## config.mk

```make
export PLATFORM = sky130hd
export DESIGN_NAME = cpnp_alu
export DESIGN_NICKNAME = d
export VERILOG_FILES = /design/src/rtl/cpnp_pkg.sv /design/src/rtl/cpnp_alu.sv
export SDC_FILE = /design/constraint.sdc
export NUM_CORES = 1
export LEC_CHECK = 0
export BUFFER_PORTS_ARGS = -buffer_cell sky130_fd_sc_hd__buf_4
export CAP_MARGIN = 25
export CELL_PAD_IN_SITES_DETAIL_PLACEMENT = 1
export CELL_PAD_IN_SITES_GLOBAL_PLACEMENT = 1
export CORE_MARGIN = 5
export CORE_UTILIZATION = 35
export DETAILED_ROUTE_END_ITERATION = 10
export GPL_ROUTABILITY_DRIVEN = 0
export PLACE_DENSITY = 0.87
export SLEW_MARGIN = 20
export SYNTH_ARGS = -nofsm -noshare
export SYNTH_HDL_FRONTEND = slang
export SYNTH_SLANG_ARGS = --single-unit
```

## constraint.sdc

```tcl
create_clock -name vclk -period 4.1
set_input_delay 0 -clock vclk [all_inputs]
set_output_delay 0 -clock vclk [all_outputs]
set_load 0.02 [all_outputs]
```

## src/rtl/cpnp_pkg.sv

```systemverilog
// Shared types and constants for the cursor palette nibble painter.
// No dependencies; cpnp_alu and the top level refer to it by scoped names.

package cpnp_pkg;

  // Operation codes carried in the input tuser.
  typedef enum logic [1:0] {
    OP_ADD_COLOR  = 2'd0,
    OP_DRAW_PIXEL = 2'd1,
    OP_FILL_RECT  = 2'd2,
    OP_READ_BYTE  = 2'd3
  } op_e;

  // Result status carried in the output tuser.
  typedef enum logic [1:0] {
    STAT_OK        = 2'd0,
    STAT_FULL      = 2'd1,
    STAT_DUP       = 2'd2,
    STAT_NOT_FOUND = 2'd3
  } status_e;

  // Linear pixel index width: covers y*width + x for 10-bit y/x, 11-bit width.
  localparam int unsigned KW = 23;

  localparam logic [10:0] WIDTH_RESET = 11'd64;
  localparam logic [7:0]  NIB_LO_MASK = 8'h0f;
  localparam logic [7:0]  NIB_HI_MASK = 8'hf0;

  // Shared multiply-add / compare unit request and response.
  typedef struct packed {
    logic [10:0]   mul_a;
    logic [10:0]   mul_b;
    logic [KW-1:0] add_c;
    logic [31:0]   cmp_a;
    logic [31:0]   cmp_b;
  } alu_req_t;

  typedef struct packed {
    logic [KW-1:0] sum;
    logic          eq;
  } alu_rsp_t;

endpackage

```

## src/rtl/cpnp_alu.sv

```systemverilog
// Shared arithmetic unit: 11x11 multiply plus add, and a 32-bit equality compare.
// Depends on cpnp_pkg.

module cpnp_alu (
  input  cpnp_pkg::alu_req_t req_i,
  output cpnp_pkg::alu_rsp_t rsp_o
);

  logic [21:0] prod;

  assign prod      = 22'(req_i.mul_a) * 22'(req_i.mul_b);
  assign rsp_o.sum = cpnp_pkg::KW'(prod) + req_i.add_c;
  assign rsp_o.eq  = (req_i.cmp_a == req_i.cmp_b);

endmodule

```

# --- Word level (Yosys, flattened, before mapping) ---
# Cells that the tools add are included.
op_classes:
  add_sub_neg: 1
  n_eq_ne: 1
  mul: 1
op_table:
  columns: ["op", "count"]
  rows:
  - ["== test 32 bit", 1]
  - ["adder 22 x 23 -> 23 bit", 1]
  - ["multiplier 11 x 11 -> 22 bit", 1]
word_totals:
  inputBits: 109
  out_inout_bits: 24
  register_bits: 0

# --- Depth between registers and ports, before layout ---
# Gate-level depths: netlist of the first run.
logic_depth:
  word_depth: 2
  depth_mapped: 19

# --- Worst setup path before layout of the first run ---
# No wires, ideal clock.
synth_path:
  path_type: "input port to output port"
  from: "in req_i[105] in the netlist's numbering"
  to: "out rsp_o[17] in the netlist's numbering"
  t_required_ns: 4.100
  arrival_time_ns: 4.441
  stages: 17
  n_path_buf: 2
  setup_slack_ns: -0.341
  cell_sequence: "clkbuf_1 -> nand2_1 -> fa_1 -> fa_1 -> fa_1 -> inv_1 -> fa_1 -> inv_1 -> fa_1 -> inv_1 -> ha_1 -> buf_2 -> a21oi_2 -> o211ai_2 -> a2111oi_1 -> nor2_1 -> xor2_1"
synth_rtl:
  columns: ["item", "line_no", "text"]
  rows:
  - ["start: declaration", "cpnp_alu.sv:5", "input cpnp_pkg::alu_req_t req_i,"]
  - ["end: declaration", "cpnp_alu.sv:6", "output cpnp_pkg::alu_rsp_t rsp_o"]

==> results of run 1 <==
==> cell families after synthesis <==
logic type	after synthesis
buf+inv	203
simple gates	169
fa+ha+maj	161
compound gates	52
xor+xnor	50
mux	1
==> worst max-delay path, cell delays in order <==
cell	delay, ps
buf_8	110
buf_6	100
and2_4	140
fa_1	470
fa_1	590
fa_1	440
fa_1	560
inv_2	60
fa_1	510
inv_2	50
ha_4	250
a21oi_1	270
o211ai_1	200
o211a_1	290
a311oi_4	210
buf_6	150
==> routing by layer <==
| layer | GRT usage, % | routed length, um |
|---|---|---|
| met5 | 0 | 0 |
| met4 | 4.69 | 478 |
| met3 | 1.30 | 471 |
| met1 | 20.2 | 6140 |
| met2 | 38.6 | 9870 |
==> final cells by class <==
| class | count | share of cell area, % |
|---|---|---|
| tap | 184 | 3.04 |
| multi-input combinational | 433 | 64.4 |
| inverter | 178 | 8.82 |
| timing repair buffer | 215 | 23.8 |
==> cells in the mapped netlist, types with 2 or more instances <==
cell type / instances / area [um^2]
inv_1: 178 / 668
o21a_1: 2 / 15.0
o21ai_1: 2 / 10.0
o21ai_0: 3 / 15.0
buf_2: 2 / 10.0
xnor2_1: 13 / 114
a31oi_1: 4 / 25.0
nand4_1: 6 / 37.5
and3_1: 2 / 12.5
nor4_1: 8 / 50.1
a21o_1: 5 / 37.5
and2_1: 38 / 238
o211ai_1: 2 / 15.0
clkbuf_1: 23 / 86.3
a21oi_2: 3 / 26.3
nand2_1: 90 / 338
o211ai_2: 2 / 25.0
nand3_1: 4 / 20.0
a311oi_2: 2 / 30.0
a211oi_2: 2 / 25.0
o31ai_1: 2 / 15.0
o21bai_1: 2 / 15.0
or2_2: 2 / 12.5
ha_1: 59 / 738
o211a_1: 2 / 20.0
xor2_1: 37 / 324
nor2_1: 14 / 52.6
nor2b_1: 3 / 18.8
a21oi_1: 13 / 65.1
fa_1: 102 / 2040
==> stage by stage <==
| stage | setup TNS, ps | hold WS, ps | setup WS [ps] |
|---|---|---|---|
| after floorplan | -162 | 210 | -61.8 |
| after global placement | -2310 | 328 | -301 |
| after detailed placement | -3880 | 331 | -470 |
| after CTS | -2780 | 333 | -359 |
| after global routing | -4210 | 346 | -439 |
| final | -2300 | 330 | -315 |
==> what timing repair did <==
action / CTS / global route
endpoints found under the setup margin: 13 / 14
resized for setup: 53 / 63
buffers inserted: 7 / 7
hold endpoints to repair: 0 / 0
cloned: 1 / 0
pin swaps: 33 / 28
==> worst max path at each step <==
stage | endpoint | slack (ps) | cells after the start
3_3_place_gp | rsp_o[17] | -300 | 17
6_report | rsp_o[20] | -310 | 16
2_1_floorplan | rsp_o[17] | -60 | 17
4_1_cts | rsp_o[18] | -360 | 18
5_1_grt | rsp_o[18] | -440 | 18
3_5_place_dp | rsp_o[21] | -470 | 18
==> placed cells by master (no fill, tap or decap), drive strengths merged, types with 2 or more instances in the layout <==
| cell | n |
|---|---|
| nand4 | 6 |
| o21bai | 2 |
| o21a | 2 |
| o31ai | 2 |
| o211ai | 4 |
| a31oi | 4 |
| nor4 | 8 |
| nor2b | 3 |
| o21ai | 5 |
| nand2 | 90 |
| a211oi | 2 |
| and2 | 38 |
| buf | 214 |
| inv | 178 |
| a21oi | 16 |
| o211a | 2 |
| a21o | 6 |
| and3 | 2 |
| xor2 | 37 |
| ha | 59 |
| fa | 102 |
| or2 | 2 |
| xnor2 | 13 |
| nand3 | 4 |
| a311oi | 2 |
| nor2 | 14 |
==> metrics, run 1 <==
DRT antenna net count=0; largest family of logic cells by synthesized area=adder cells; Synth Instances=636; failing checks=negative setup slack; largest net degree at the start of global routing=12; Worst Hold Path EP=rsp_o[1]; Post-Route Utilization=52.1%; layout cells sized above 1=37.3%; hold depth=3; setup slack after layout=-315 ps; P&R area growth vs syn=45.9%; sequential cell count=0; actual slew at the worst max-slew pin=424 ps; mean area per synthesized cell=8.16 um^2; GRT Overall Usage=18.7%; Residual DRC=0; status=finished, violations left; final WL=17000 um; synth unique cells=39; die width=132 um; multi-input logic area=4880 um^2; area taken by flip-flops and latches=0 um^2; post-synthesis mux area share=0.193%; max_cap viols=0; crit end category=output pin; synth warn=0; xor and xnor area share after synthesis=8.44%; GRT overflow=0; core area=14500 um^2; final non-filler cell total=1010; syn nets=906; # diodes=0; sequential share of the synthesized area=0%; Pre-Repair DR Iteration Count=4; Crit Path Category=primary input to output pin; First DRT Iteration DRCs=111; # IOs=133; Worst Setup SP=req_i[101]; Initial Utilization=35.7%; Post-CTS Hold Buffers=0; initial antenna violation count=0; RSZ-0062 raised after global routing=yes; vias in the first global route=5878; final net count=1098; Routed WL per cell=16.8 um; Cell Area, Synth=5190 um^2; final instance area=7570 um^2; area share of fa/ha/maj cells after synthesis=53.6%; crit start category=primary input; drt via density=4.84; Die H=132 um; Slew Limit Fails=0; die area=17400 um^2; Period minus WS final=4410 ps; Hold Violations, Final=0; first-pass GRT wire length=27100 um; row cnt=44; Area after DPL=6970 um^2; hold_sp=req_i[64]; hpwl dp=14400 um; final setup vio count=11; crit share post-route=108%; Arr. time, crit path=4410 ps; Hold WC Path Type=primary input to output pin; dpl cells=995; Post-Synth Simple-Gate Area=15.3%; Fill cells=1748; I/O Buffers=133; Compound-Gate Fraction of Synth Area=7.83%; Crit path required time=4100 ps; DR vias=4884; Worst Path Max Fanout=5; Slew HR=71.5%; f_max=227 MHz; # clk buffers=0
Power of run 1 is left out: the tool's default activity adds up to more than one toggle a clock period on the data nets, which glitch-free logic cannot reach.
==> run 2: changes to the inputs <==
Settings changed: TNS_END_PERCENT set to 5.
==> metrics, run 2 (same netlist as run 1, synthesis figures left out) <==
status=finished, violations left; failing checks=negative setup slack; die area=17400 um^2 (unchanged); vias in the first global route=5740 (-2.3%); hpwl dp=14900 um (+3.7%); Fill cells=1762 (+0.80%); Die H=132 um (unchanged); hold depth=3 (unchanged); max_cap viols=0 (unchanged); RSZ-0062 raised after global routing=yes; commonest cells after routing, fill and taps aside=buf_4, inv_1, fa_1; I/O Buffers=133 (unchanged); Arr. time, crit path=4450 ps (+40 ps); post-route setup TNS=-2590 ps (-287 ps); most common cell after layout, fill and taps aside=buf_4; Initial Utilization=35.7% (unchanged); final WL=16900 um (-0.41%); final setup vio count=13 (+2); Hold Violations, Final=0 (unchanged); hold_sp=req_i[64]; final net count=1093 (-0.46%); setup slack after layout=-351 ps (-35.9 ps); area taken by flip-flops and latches=0 um^2 (unchanged); P&R area growth vs syn=40.5%; Crit path required time=4100 ps (about the same); GRT Overall Usage=18.8% (+0.16 points); Slew HR=70.8% (-0.67 points); crit start category=primary input; First DRT Iteration DRCs=160 (+44%); # IOs=133 (unchanged); Crit Path Category=primary input to output pin; crit end category=output pin; actual slew at the worst max-slew pin=434 ps (+10.0 ps); DR vias=4881 (-0.061%); sequential cell count=0 (unchanged); row cnt=44 (unchanged); crit share post-route=109% (+0.87 points); layout cells sized above 1=33.4% (-3.9 points); Worst Setup SP=req_i[97]; Worst Path Max Fanout=8 (+3); die width=132 um (unchanged); f_max=225 MHz (-0.81%); Slew Limit Fails=0 (unchanged); Residual DRC=0 (unchanged); DRT antenna net count=0 (unchanged); # diodes=0 (unchanged); first-pass GRT wire length=27200 um (+0.56%); GRT overflow=0 (unchanged); core area=14500 um^2 (unchanged); Pre-Repair DR Iteration Count=4 (unchanged); Post-CTS Hold Buffers=0 (unchanged); Hold WC Path Type=primary input to output pin; drt via density=4.86 (+0.44%); initial antenna violation count=0 (unchanged); hold slack=321 ps (-8.63 ps); # clk buffers=0 (unchanged); Worst Hold Path EP=rsp_o[1]; largest net degree at the start of global routing=12 (unchanged); Period minus WS final=4450 ps (+35.9 ps); Routed WL per cell=16.8 um (about the same)
-- run 2: cell types whose count changed in the layout (fill, tap and decap cells not counted), sizes merged --
cell    change
buf         -4
bufbuf      -1
-- run 2: worst max-delay path by stage --
stage | endpoint | depth (start not counted)
floorplan | rsp_o[21] | 17
global placement | rsp_o[17] | 18
detailed placement | rsp_o[17] | 19
CTS | rsp_o[18] | 19
global route | rsp_o[22] | 20
finish | rsp_o[20] | 17
-- run 2: cell type report --
type / count / area, um^2 / area share, %
Multi-Input combinational cell: 433 / 4780 / 65.6
Timing Repair Buffer: 210 / 1610 / 22.1
Inverter: 178 / 668 / 9.16
Tap cell: 184 / 230 / 3.16
-- run 2: per-layer routing --
layer	GRT usage [%]	up-vias	wire length (um)
li1	-	2251	-
met1	21.2	2476	6150
met2	38.5	116	9770
met3	1.07	38	501
met4	3.94	0	481
met5	0	-	0
-- run 2: worst max-delay path, cell delays in order --
cell	delay (ps)
buf_4	150
and2_1	180
fa_1	520
fa_1	590
fa_1	440
fa_1	490
inv_1	50
fa_1	480
inv_1	70
ha_4	260
and3_4	170
nand3_2	80
o211ai_1	120
buf_4	160
o211a_1	220
a311oi_4	290
buf_6	170
-- run 2: metrics by stage --
step           util, %  instance area (um^2)  instances  setup slack, ps
6_report          50.2                  7290       1005             -351
5_1_grt           50.2                  7290       1005             -489
4_1_cts           49.6                  7210       1001             -312
3_5_place_dp      47.8                  6950        998             -431
3_3_place_gp      47.8                  6950        998             -315
2_1_floorplan        -                  5370        636            -63.7
-- run 2: what timing repair did --
action,in CTS,in global routing
pin swaps,31,14
setup buffers,3,4
setup endpoints to repair,14,15
gates resized for setup,45,12
Power of run 2 is left out for the same reason.
==> run 3: changes to the inputs <==
Settings changed: RECOVER_POWER set to 100.
==> metrics, run 3 (same netlist as run 1, synthesis figures left out) <==
Period minus WS final=4450 ps (-0.140 ps); setup slack after layout=-351 ps (+0.140 ps); Routed WL per cell=16.8 um (about the same); GRT overflow=0 (unchanged); Post-CTS Hold Buffers=0 (unchanged); hpwl dp=14900 um (unchanged); # IOs=133 (unchanged); CP max stage delay=590 ps (about the same); Hold Violations, Final=0 (unchanged); First DRT Iteration DRCs=155 (-3.1%); layout cells sized above 1=32.6% (-0.73 points); Crit path top cell by count=fa_1; Arr. time, crit path=4450 ps (about the same); Slew Limit Fails=0 (unchanged); Initial Utilization=35.7% (unchanged); Area after DPL=6950 um^2 (unchanged); Cell Chain, Critical Path=buf_4, and2_1, fa_1, fa_1, fa_1, fa_1, inv_1, fa_1, inv_1, ha_4, and3_4, nand3_2, o211ai_1, buf_4, o211a_1, a311oi_4, buf_6; Residual DRC=0 (unchanged); max_cap viols=0 (unchanged); die area=17400 um^2 (unchanged); final setup vio count=13 (unchanged); crit share post-route=109% (about the same); hold slack=413 ps (+91.8 ps); final instance area=7270 um^2 (-0.34%); DRT antenna net count=0 (unchanged); sequential cell count=0 (unchanged); # clk buffers=0 (unchanged); status=finished, violations left; Fill cells=1766 (+0.23%); critical path's slowest cell=fa_1; Die H=132 um (unchanged); drt via density=4.84 (-0.25%); RSZ-0062 raised after global routing=yes; first-pass GRT wire length=27200 um (unchanged); area taken by flip-flops and latches=0 um^2 (unchanged); P&R area growth vs syn=40.0%; failing checks=negative setup slack; f_max=225 MHz (about the same); final net count=1093 (unchanged); crit end category=output pin; largest net degree at the start of global routing=12 (unchanged); Worst Path Max Fanout=8 (unchanged); actual slew at the worst max-slew pin=434 ps (unchanged); # diodes=0 (unchanged); most common cell after layout, fill and taps aside=buf_4; vias in the first global route=5740 (unchanged); final WL=16900 um (about the same); row cnt=44 (unchanged); Crit Path Category=primary input to output pin; crit start category=primary input; DR vias=4869 (-0.25%); post-place setup slack=-431 ps (unchanged); GRT Overall Usage=18.8% (unchanged); initial antenna violation count=0 (unchanged); Hold WC Path Type=primary input to output pin; post-route setup TNS=-2580 ps (+3.57 ps); I/O Buffers=133 (unchanged); Slew HR=70.8% (unchanged); core area=14500 um^2 (unchanged); die width=132 um (unchanged); commonest cells after routing, fill and taps aside=buf_4, inv_1, fa_1; Pre-Repair DR Iteration Count=4 (unchanged); Crit path required time=4100 ps (about the same)
-- run 3: worst paths after layout --
| check | start | endpoint | slack, ps | depth (start not counted) |
|---|---|---|---|---|
| max | req_i[97] | rsp_o[20] | -350 | 17 |
| min | req_i[64] | rsp_o[1] | 410 | 3 |
-- run 3: stage by stage --
stage	util, %	std cells
floorplan	-	636
global placement	47.8	998
detailed placement	47.8	998
CTS	49.6	1001
global route	50.0	1005
finish	50.0	1005
-- run 3: final cells by class --
cell class | count | area, um^2 | area share [%]
tap | 184 | 230 | 3.17
multi-input combinational | 433 | 4780 | 65.8
timing repair buffer | 210 | 1590 | 21.9
inverter | 178 | 668 | 9.19
-- run 3: layer usage --
layer	GRT usage [%]	wire length, um	vias up
met4	3.94	481	0
met5	0	0	-
met2	38.5	9770	108
met1	21.2	6220	2472
li1	-	-	2251
met3	1.07	441	38
-- run 3: timing repair --
action | in CTS | in global routing
buffers inserted | 3 | 4
endpoints found under the setup margin | 14 | 15
gates resized for setup | 45 | 12
pin swaps | 31 | 14
-- run 3: critical path: cells and delay by family --
kind | cells | cell delay (ps)
buffers and inverters | 5 | 600
adders and majority gates | 6 | 2780
and+or+nand+nor | 3 | 430
AOI/OAI and AO/OA | 3 | 630
Power of run 3 is left out for the same reason.
