`src/rtl/cpnp_palette.sv`:
```
// Color palette: entries appended in order, fill count, one indexed read.
// Depends on nothing but its parameter.

module cpnp_palette #(
  parameter int unsigned MAX_COLORS = 16,
  localparam int unsigned CW = $clog2(MAX_COLORS + 1),
  localparam int unsigned IW = (MAX_COLORS > 1) ? $clog2(MAX_COLORS) : 1
) (
  input  logic          clk_i,
  input  logic          rst_ni,
  input  logic          wr_en_i,
  input  logic [31:0]   wr_color_i,
  input  logic [IW-1:0] rd_idx_i,
  output logic [31:0]   rd_color_o,
  output logic [CW-1:0] count_o
);

  logic [31:0]   entries [MAX_COLORS];
  logic [CW-1:0] count_q;

  // Entries stay undefined until written; searches stop at the count.
  always_ff @(posedge clk_i) begin
    if (wr_en_i) begin
      entries[count_q[IW-1:0]] <= wr_color_i;
    end
  end

  always_ff @(posedge clk_i or negedge rst_ni) begin
    if (!rst_ni) begin
      count_q <= '0;
    end else if (wr_en_i) begin
      count_q <= count_q + CW'(1);
    end
  end

  assign rd_color_o = entries[rd_idx_i];
  assign count_o    = count_q;

endmodule

```
`config.mk`:
```
export PLATFORM = sky130hd
export DESIGN_NAME = cpnp_palette
export DESIGN_NICKNAME = d
export VERILOG_FILES = /design/src/rtl/cpnp_palette.sv
export SDC_FILE = /design/constraint.sdc
export NUM_CORES = 1
export LEC_CHECK = 0
export BUFFER_PORTS_ARGS = -buffer_cell sky130_fd_sc_hd__buf_4
export CAP_MARGIN = 5
export CELL_PAD_IN_SITES_DETAIL_PLACEMENT = 1
export CELL_PAD_IN_SITES_GLOBAL_PLACEMENT = 1
export CORE_MARGIN = 3
export CORE_UTILIZATION = 49
export DETAILED_ROUTE_END_ITERATION = 12
export PLACE_DENSITY = 0.84
export SLEW_MARGIN = 15
export SYNTH_ARGS = -nofsm -noshare
export SYNTH_HDL_FRONTEND = slang
export SYNTH_SLANG_ARGS = --single-unit
```
`constraint.sdc`:
```
create_clock -name clk_i -period 3.8 [get_ports clk_i]
set_clock_uncertainty 0.05 [all_clocks]
set_input_delay 0.76 -clock clk_i [delete_from_list [all_inputs] [get_ports clk_i]]
set_output_delay 0.76 -clock clk_i [all_outputs]
set_load 0.1 [all_outputs]
```
==> Word level (Yosys, flattened, before mapping) <==
Memories as Yosys holds them, arrays and structs flattened.
Index checks and enable logic that the tools add are counted.
{ "classes": {"add_sub_neg": 1, "n_mux": 2} }
{ "op_table": {"columns": ["operator", "count"], "rows": [
  ["adder 5 x 1 -> 5 bit, second input constant", 1],
  ["2-to-1 mux 1 bit", 2]
]} }
{ "totals": {"regBits": 5, "ram_bits": 512, "inputBits": 39, "memories": 1} }
{ "memory_table": {"columns": ["memory", "words", "width", "rd", "rd_clocked_by_memory_dff", "wr", "line", "rtl"], "rows": [
  ["entries", 16, 32, 1, 0, 1, "18", "logic [31:0] entries [MAX_COLORS];"]
]} }

==> Longest topological paths before layout <==
Gate-level depths: netlist of run 1.
{ "depth": {"depth_word": 2, "depth_mapped": 5} }

==> Worst setup path after synthesis of run 1 <==
No wires, ideal clock.
{ "synth_timing": {"path_type": "reg-to-reg", "from": "register count_q[2], in the netlist count_o[2]", "to": "memory entries[4][0], enable pin", "arrival_ns": 3.682, "setup_slack_ns": -0.400, "stages_incl_launch_ff": 3, "n_path_buf": 1, "period_less_slack_ns": 4.200, "cell_sequence": "dfrtp_1 clkbuf_1 nor3b_1"} }
{ "synth_rtl": {"columns": ["element", "line", "rtl"], "rows": [
  ["start, declared", "19", "logic [CW-1:0] count_q;"],
  ["start signal, assigned", "32", "count_q <= count_q + CW'(1);"],
  ["end, declared", "18", null]
]} }
No word-level cell before the write port.

==> Worst setup path after layout of run 1 <==
{ "layout_timing": {"from": "input port rd_idx_i[0]", "to": "output port rd_color_o[16]"} }
{ "layout_via": {"elab_chain_len": 1} }
{ "layout_lines": {"columns": ["element", "line", "rtl"], "rows": [
  ["start, declared", "13", "input logic [IW-1:0] rd_idx_i,"],
  ["memory read (16 x 32 bit)", null, null],
  ["end, declared", "14", "output logic [31:0] rd_color_o,"]
]} }
Every way passes these cells.

==> results of run 1 <==
final cells by class:
| class | count | area [µm²] |
|---|---|---|
| multi-input cells | 265 | 3820 |
| fillers | 3262 | 16100 |
| repair buffers | 120 | 1120 |
| inverters | 2 | 7.51 |
| flip-flops and latches | 517 | 15500 |
| well taps | 518 | 648 |
| clock inverters | 35 | 347 |
| diodes | 2 | 5.00 |
| clock buffers | 57 | 1320 |
layer usage:
metal  vias up  track usage, %
met2       485            38.2
met3        69            4.11
li1       3791               -
met5         -               0
met1      5049            32.8
met4         0            6.54
sequential cells by signal (all words and copies together), names as in the netlist:
| signal | cells |
|---|---|
| count_o | 5 |
| entries | 512 |
cells in the mapped netlist:
library cell	n	area [µm²]
sky130_fd_sc_hd__nand2_1	38	143
sky130_fd_sc_hd__a22oi_1	64	480
sky130_fd_sc_hd__edfxtp_1	512	15400
sky130_fd_sc_hd__and3_1	1	6.26
sky130_fd_sc_hd__clkbuf_1	20	75.1
sky130_fd_sc_hd__o21ai_0	1	5.00
sky130_fd_sc_hd__inv_1	2	7.51
sky130_fd_sc_hd__buf_2	7	35.0
sky130_fd_sc_hd__nor2b_1	2	12.5
sky130_fd_sc_hd__dfrtp_1	5	125
sky130_fd_sc_hd__nor2_1	4	15.0
sky130_fd_sc_hd__buf_1	10	37.5
sky130_fd_sc_hd__nor3b_1	3	22.5
sky130_fd_sc_hd__nand4_1	1	6.26
sky130_fd_sc_hd__xor2_1	2	17.5
sky130_fd_sc_hd__nor3_1	1	5.00
sky130_fd_sc_hd__ha_1	5	62.6
sky130_fd_sc_hd__buf_4	9	67.6
sky130_fd_sc_hd__xnor2_1	2	17.5
sky130_fd_sc_hd__and2_1	13	81.3
sky130_fd_sc_hd__mux4_2	128	2880
path summary, 6_finish.rpt:
| kind | start | to | slack (ns) | cells past startpoint |
|---|---|---|---|---|
| worst min-delay path | wr_en_i | count_o[0]$_DFFE_PN0P_ | 0.38 | 2 |
| max in group asynchronous | rst_ni | count_o[0]$_DFFE_PN0P_ | 3.14 | 2 |
| worst max register to register | count_o[3]$_DFFE_PN0P_ | entries[13][5]$_DFFE_PP_ | 1.46 | 3 |
| min in group asynchronous | rst_ni | count_o[1]$_DFFE_PN0P_ | 0.45 | 2 |
| worst max-delay path | rd_idx_i[0] | rd_color_o[16] | 0.38 | 6 |
| worst min register to register | count_o[4]$_DFFE_PN0P_ | count_o[4]$_DFFE_PN0P_ | 0.44 | 1 |
power by group:
part	internal (µW)	switching, µW
sequential	6840	185
clock	2910	2130
combinational	546	1440
worst max-delay path: stages:
cell                       delay, ns
sky130_fd_sc_hd__clkbuf_8       0.35
sky130_fd_sc_hd__buf_12         0.22
sky130_fd_sc_hd__mux4_2         0.52
sky130_fd_sc_hd__a22oi_1        0.25
sky130_fd_sc_hd__nand2_1        0.19
sky130_fd_sc_hd__buf_4          0.28
cell families (layout without fill, tap and decap cells):
family / count (synthesis) / in the layout / share of synthesized area [%]
DFF: 517 / 517 / 79.6
muxes: 128 / 128 / 14.8
AOI/OAI and AO/OA: 65 / 65 / 2.49
and+or+nand+nor: 63 / 63 / 1.50
buffers and inverters: 48 / 214 / 1.14
adders and majority gates: 5 / 5 / 0.321
xor gates and xnor gates: 4 / 4 / 0.180
other: 0 / 2 / 0
through the flow:
stage                     total power [µW]  setup TNS (ns)  hold WS [ns]  std cells  setup WS, ns
after global placement                9000               0         0.428       1421         0.477
after floorplan                       8330          -30.36         0.414        830        -0.400
after CTS                            14100               0         0.359       1514         0.370
after global routing                 14500               0         0.370       1515         0.244
after detailed placement              9110               0         0.423       1421         0.400
final                                14100               0         0.378       1516         0.378
==> flow_summary.rst, run 1 <==
.. list-table::
   :header-rows: 1

   * - Metric
     - Value
   * - Run status
     - finished clean
   * - Sequential-to-total area share from yosys stat
     - 79.6%
   * - Setup repair after global routing missed its margin
     - false
   * - CTS tree
     - built
   * - Routability Congestion
     - 0.715
   * - Count of endpoints failing hold in the final timing report
     - 0
   * - Max_cap viols
     - 0
   * - Design area
     - ~23000 µm²
   * - Wire length on met1
     - 18.6 mm
   * - Maximum level of the CTS H-tree
     - 2
   * - Met3 WL
     - about 3.8 mm
   * - Drt first-iter violations
     - approximately 1300
   * - PD cells
     - ~600 nW/µm²
   * - Number of clock sinks seen by CTS
     - 517
   * - Core area
     - 38900 µm²
   * - Number of I/O pins
     - 76
   * - Average footprint of a synthesized cell
     - between 20 and 25 µm²
   * - Number of post-CTS setup repair buffers
     - 0
   * - Post-layout minimum cycle time
     - about 3.4 ns
   * - Placed standard-cell area
     - approximately 21000 µm²
   * - Via count of the first global-routing pass
     - 10139
   * - Worst vdd ir
     - between 0.3 and 0.4 mV
   * - Initial Utilization
     - 50.1%
   * - Detailed-routed wire length on met2
     - between 20 and 25 mm
   * - Initial DRT Pass Iterations
     - 5
   * - Commonest non-fill, non-tap cells in the layout
     - sky130_fd_sc_hd__edfxtp_1 (512), sky130_fd_sc_hd__mux4_2 (128), sky130_fd_sc_hd__buf_4 (101)
   * - Area of the die
     - approximately 42000 µm²
   * - Maximum operating frequency
     - around 300 MHz
   * - Total wire length
     - around 48 mm
   * - Buffer depth of the longest clock path
     - 3
   * - Height of the die
     - between 200 and 250 µm
   * - Crit path launch type
     - primary input
   * - Drt wl/cell
     - approximately 31 µm
   * - Horizontal extent of the die
     - between 200 and 250 µm
   * - Synthesized netlist net count
     - slightly below 900
   * - Wire length of the first global-routing pass
     - slightly above 70 mm
   * - # rows
     - 72
   * - Worst setup EP type
     - output port
   * - Top routing layer in use
     - met4
   * - Largest net degree at the start of global routing
     - 33
   * - Syn. warnings
     - 0
   * - Mapped cell area
     - 19500 µm²
   * - Clk pin slew, worst setup/hold paths
     - ~0.060 ns
   * - Leading cell type in the layout, fill and taps excluded
     - sky130_fd_sc_hd__edfxtp_1
   * - Total global routing track utilization
     - 23.3%
   * - Via count of the routed design
     - approximately 9400
   * - Gates resized, CTS repair
     - 0
   * - Residual antenna-violating net count after detailed routing
     - 0
   * - Core Util, Final
     - about three fifths
   * - Number of nets in the final layout
     - 1001
   * - Post-route DRC violation count
     - 0
   * - Critical path data required time
     - between 2 and 3 ns
   * - Number of buffers inserted for hold repair after clock tree synthesis
     - 1
   * - Number of different library cells in the post-synthesis netlist
     - 21
   * - Worst min-delay path class
     - in -> reg
   * - Path type of the worst setup path
     - in -> out
   * - TritonCTS buffer count
     - 51
   * - Half-perimeter wire length of the detailed placement result
     - 25.8 mm
   * - Max-slew headroom at the worst pin
     - between 30% and 40%
   * - Antenna violations before repair
     - 3
   * - Mean number of vias per cell
     - between 6 and 7
   * - Cells after Synth
     - slightly above 800
   * - Clock Latency Late Sink
     - 0.59 ns
   * - Worst-Margin Slew
     - just over 0.9 ns
   * - Total of flip-flops plus latches after synthesis
     - about 520
   * - CTS Root Cell
     - sky130_fd_sc_hd__clkbuf_16
   * - PortBufs
     - 75
   * - Arrival time of data at the critical path endpoint
     - 2.61 ns
   * - Count of final max-slew check failures
     - 0
   * - Final period util
     - about 90%
   * - Synthesis-to-finish area growth
     - 16.9%
   * - Layout cell share with drive strength beyond 1
     - around a third
   * - Leak Pwr
     - about 0.0074 µW
   * - Total overflow reported by the global router
     - 0
   * - Largest fanout of any net on the critical path
     - 26
   * - Number of setup violations in the final report
     - 0
(Power assumes the default switching activity.)
==> inputs of run 2 (changes only) <==
Settings changed: BUFFER_PORTS_ARGS -buffer_cell sky130_fd_sc_hd__buf_4 to -buffer_cell sky130_fd_sc_hd__buf_2.
==> flow_summary.rst, run 2 (synthesis gave the netlist of run 1 again) <==
.. list-table::
   :header-rows: 1

   * - Metric
     - Value
   * - Run status
     - finished clean
   * - Number of clock sinks seen by CTS
     - 517 (unchanged)
   * - Number of buffers inserted for hold repair after clock tree synthesis
     - 1 (unchanged)
   * - Initial Utilization
     - 50.1% (unchanged)
   * - Number of setup violations in the final report
     - 0 (unchanged)
   * - Gates resized, CTS repair
     - 0 (unchanged)
   * - Total global routing track utilization
     - 22.7% (-0.58 points)
   * - # rows
     - 72 (unchanged)
   * - Final period util
     - 92.0% (+2.0 points)
   * - PD cells
     - 610 nW/µm² (-1.2%)
   * - Worst setup EP type
     - output port
   * - Worst min-delay path class
     - reg -> reg
   * - Max_cap viols
     - 0 (unchanged)
   * - Place WS
     - 0.238 ns (-0.162 ns)
   * - Horizontal extent of the die
     - 205 µm (unchanged)
   * - Worst vdd ir
     - 0.351 mV (+7.6%)
   * - Largest net degree at the start of global routing
     - 47 (+42%)
   * - Number of I/O pins
     - 76 (unchanged)
   * - Routability Congestion
     - 0.709 (-0.84%)
   * - Global-route track usage on met2
     - 37.6% (-0.63 points)
   * - Placed standard-cell area
     - 20800 µm² (-1.2%)
   * - Max-slew headroom at the worst pin
     - 52.6% (+15 points)
   * - Total wire length
     - 46.3 mm (-3.0%)
   * - Via count of the routed design
     - 9327 (-0.71%)
   * - Initial DRT Pass Iterations
     - 5 (unchanged)
   * - Drt first-iter violations
     - 1130 (-12%)
   * - Clk pin slew, worst setup/hold paths
     - 0.06 ns (about the same)
   * - Drt wl/cell
     - 30.5 µm (-3.2%)
   * - Total overflow reported by the global router
     - 0 (unchanged)
   * - Worst R2R Path Depth
     - 4 (+1)
   * - Path type of the worst setup path
     - in -> out
   * - Register-to-register path setup slack
     - 1.62 ns (+0.16 ns)
   * - Crit path launch type
     - primary input
   * - PortBufs
     - 75 (unchanged)
   * - CTS tree
     - built
   * - Post-route DRC violation count
     - 0 (unchanged)
   * - Synthesis-to-finish area growth
     - 15.0%
   * - Worst-Margin Slew
     - 0.711 ns (-0.218 ns)
   * - CTS Root Cell
     - sky130_fd_sc_hd__clkbuf_16
   * - Number of post-CTS setup repair buffers
     - 0 (unchanged)
   * - Count of final max-slew check failures
     - 0 (unchanged)
   * - Met1 track demand over resource in global routing
     - 32.4% (-0.45 points)
   * - Core area
     - 38900 µm² (unchanged)
   * - Arrival time of data at the critical path endpoint
     - 2.69 ns (+0.08 ns)
   * - Clock Latency Late Sink
     - 0.55 ns (-0.04 ns)
   * - Mean number of vias per cell
     - 6.14 (-0.91%)
   * - Count of endpoints failing hold in the final timing report
     - 0 (unchanged)
   * - Design area
     - 22400 µm² (-1.6%)
   * - TritonCTS buffer count
     - 49 (-3.9%)
   * - Layout cell share with drive strength beyond 1
     - 33.8% (-0.50 points)
   * - Number of nets in the final layout
     - 1000 (-0.10%)
   * - Buffer depth of the longest clock path
     - 3 (unchanged)
   * - Maximum operating frequency
     - 286 MHz (-2.1%)
   * - Maximum level of the CTS H-tree
     - 2 (unchanged)
   * - Residual antenna-violating net count after detailed routing
     - 0 (unchanged)
   * - Wire length of the first global-routing pass
     - 69.1 mm (-1.9%)
   * - Total Power
     - 13700 µW (-2.8%)
   * - Post-layout minimum cycle time
     - 3.50 ns (+0.0747 ns)
   * - Leak Pwr
     - 0.00726 µW (-1.7%)
   * - Max reg flops
     - 512 (unchanged)
   * - Cells on Worst Hold Path
     - 1 (-1)
   * - Half-perimeter wire length of the detailed placement result
     - 25.4 mm (-1.2%)
   * - Via count of the first global-routing pass
     - 10040 (-0.98%)
   * - Largest fanout of any net on the critical path
     - 28 (+7.7%)
   * - Area of the die
     - 42200 µm² (unchanged)
   * - Most crowded layer after global routing
     - met2
   * - Antenna violations before repair
     - 4 (+1)
   * - Setup repair after global routing missed its margin
     - false
   * - Worst setup slack after layout
     - 0.304 ns (-0.0747 ns)
   * - Critical path data required time
     - 2.99 ns (about the same)
   * - TNS Setup
     - 0 ns (unchanged)
   * - Commonest non-fill, non-tap cells in the layout
     - sky130_fd_sc_hd__edfxtp_1 (512), sky130_fd_sc_hd__mux4_2 (128), sky130_fd_sc_hd__buf_2 (73)
   * - Height of the die
     - 205 µm (unchanged)
   * - Global routing usage on met3
     - 3.70% (-0.41 points)
   * - Leading cell type in the layout, fill and taps excluded
     - sky130_fd_sc_hd__edfxtp_1
run 2: cell count changes in the layout (fill, tap and decap cells not counted), sizes merged:
cell,change
bufinv,-1
clkinvlp,-3
diode,+3
buf,+1
clkinv,+3
inv,-1
clkbuf,+1
run 2: path summary, 6_finish.rpt:
check                                           to                    from
hold / removal              count_o[4]$_DFFE_PN0P_  count_o[4]$_DFFE_PN0P_
min in group asynchronous   count_o[4]$_DFFE_PN0P_                  rst_ni
hold reg to reg             count_o[4]$_DFFE_PN0P_  count_o[4]$_DFFE_PN0P_
max in group asynchronous   count_o[0]$_DFFE_PN0P_                  rst_ni
setup / recovery                     rd_color_o[3]             rd_idx_i[0]
setup reg to reg           entries[5][8]$_DFFE_PP_  count_o[2]$_DFFE_PN0P_
run 2: layout make-up:
cell class	instances	area (µm²)
flip-flops and latches	517	15500
fillers	3305	16500
clock inverters	33	288
diodes	5	12.5
well taps	518	648
multi-input cells	265	3820
clock buffers	58	1260
repair buffers	121	860
inverters	2	7.51
run 2: critical path: stages:
cell                       delay, ns
sky130_fd_sc_hd__clkbuf_8       0.34
sky130_fd_sc_hd__buf_4          0.31
sky130_fd_sc_hd__mux4_2         0.54
sky130_fd_sc_hd__a22oi_1        0.24
sky130_fd_sc_hd__nand2_1        0.14
sky130_fd_sc_hd__buf_2          0.32
run 2: power breakdown:
part           internal (µW)  switching (µW)
clock network           2710            2040
registers               6840             181
logic                    478            1410
total                  10000            3630
run 2: stage by stage:
step / cells / util [%] / hold WS (ns)
2_1_floorplan: 830 / - / 0.414
3_3_place_gp: 1422 / 53.5 / 0.406
3_5_place_dp: 1422 / 53.5 / 0.422
4_1_cts: 1514 / 57.5 / 0.433
5_1_grt: 1516 / 57.5 / 0.447
6_report: 1519 / 57.5 / 0.425
run 2: per-layer routing:
metal	part of all wire, %	vias to the layer above
met4	1.7	0
li1	-	3801
met1	40	4991
met5	0	-
met2	51	479
met3	7.2	56
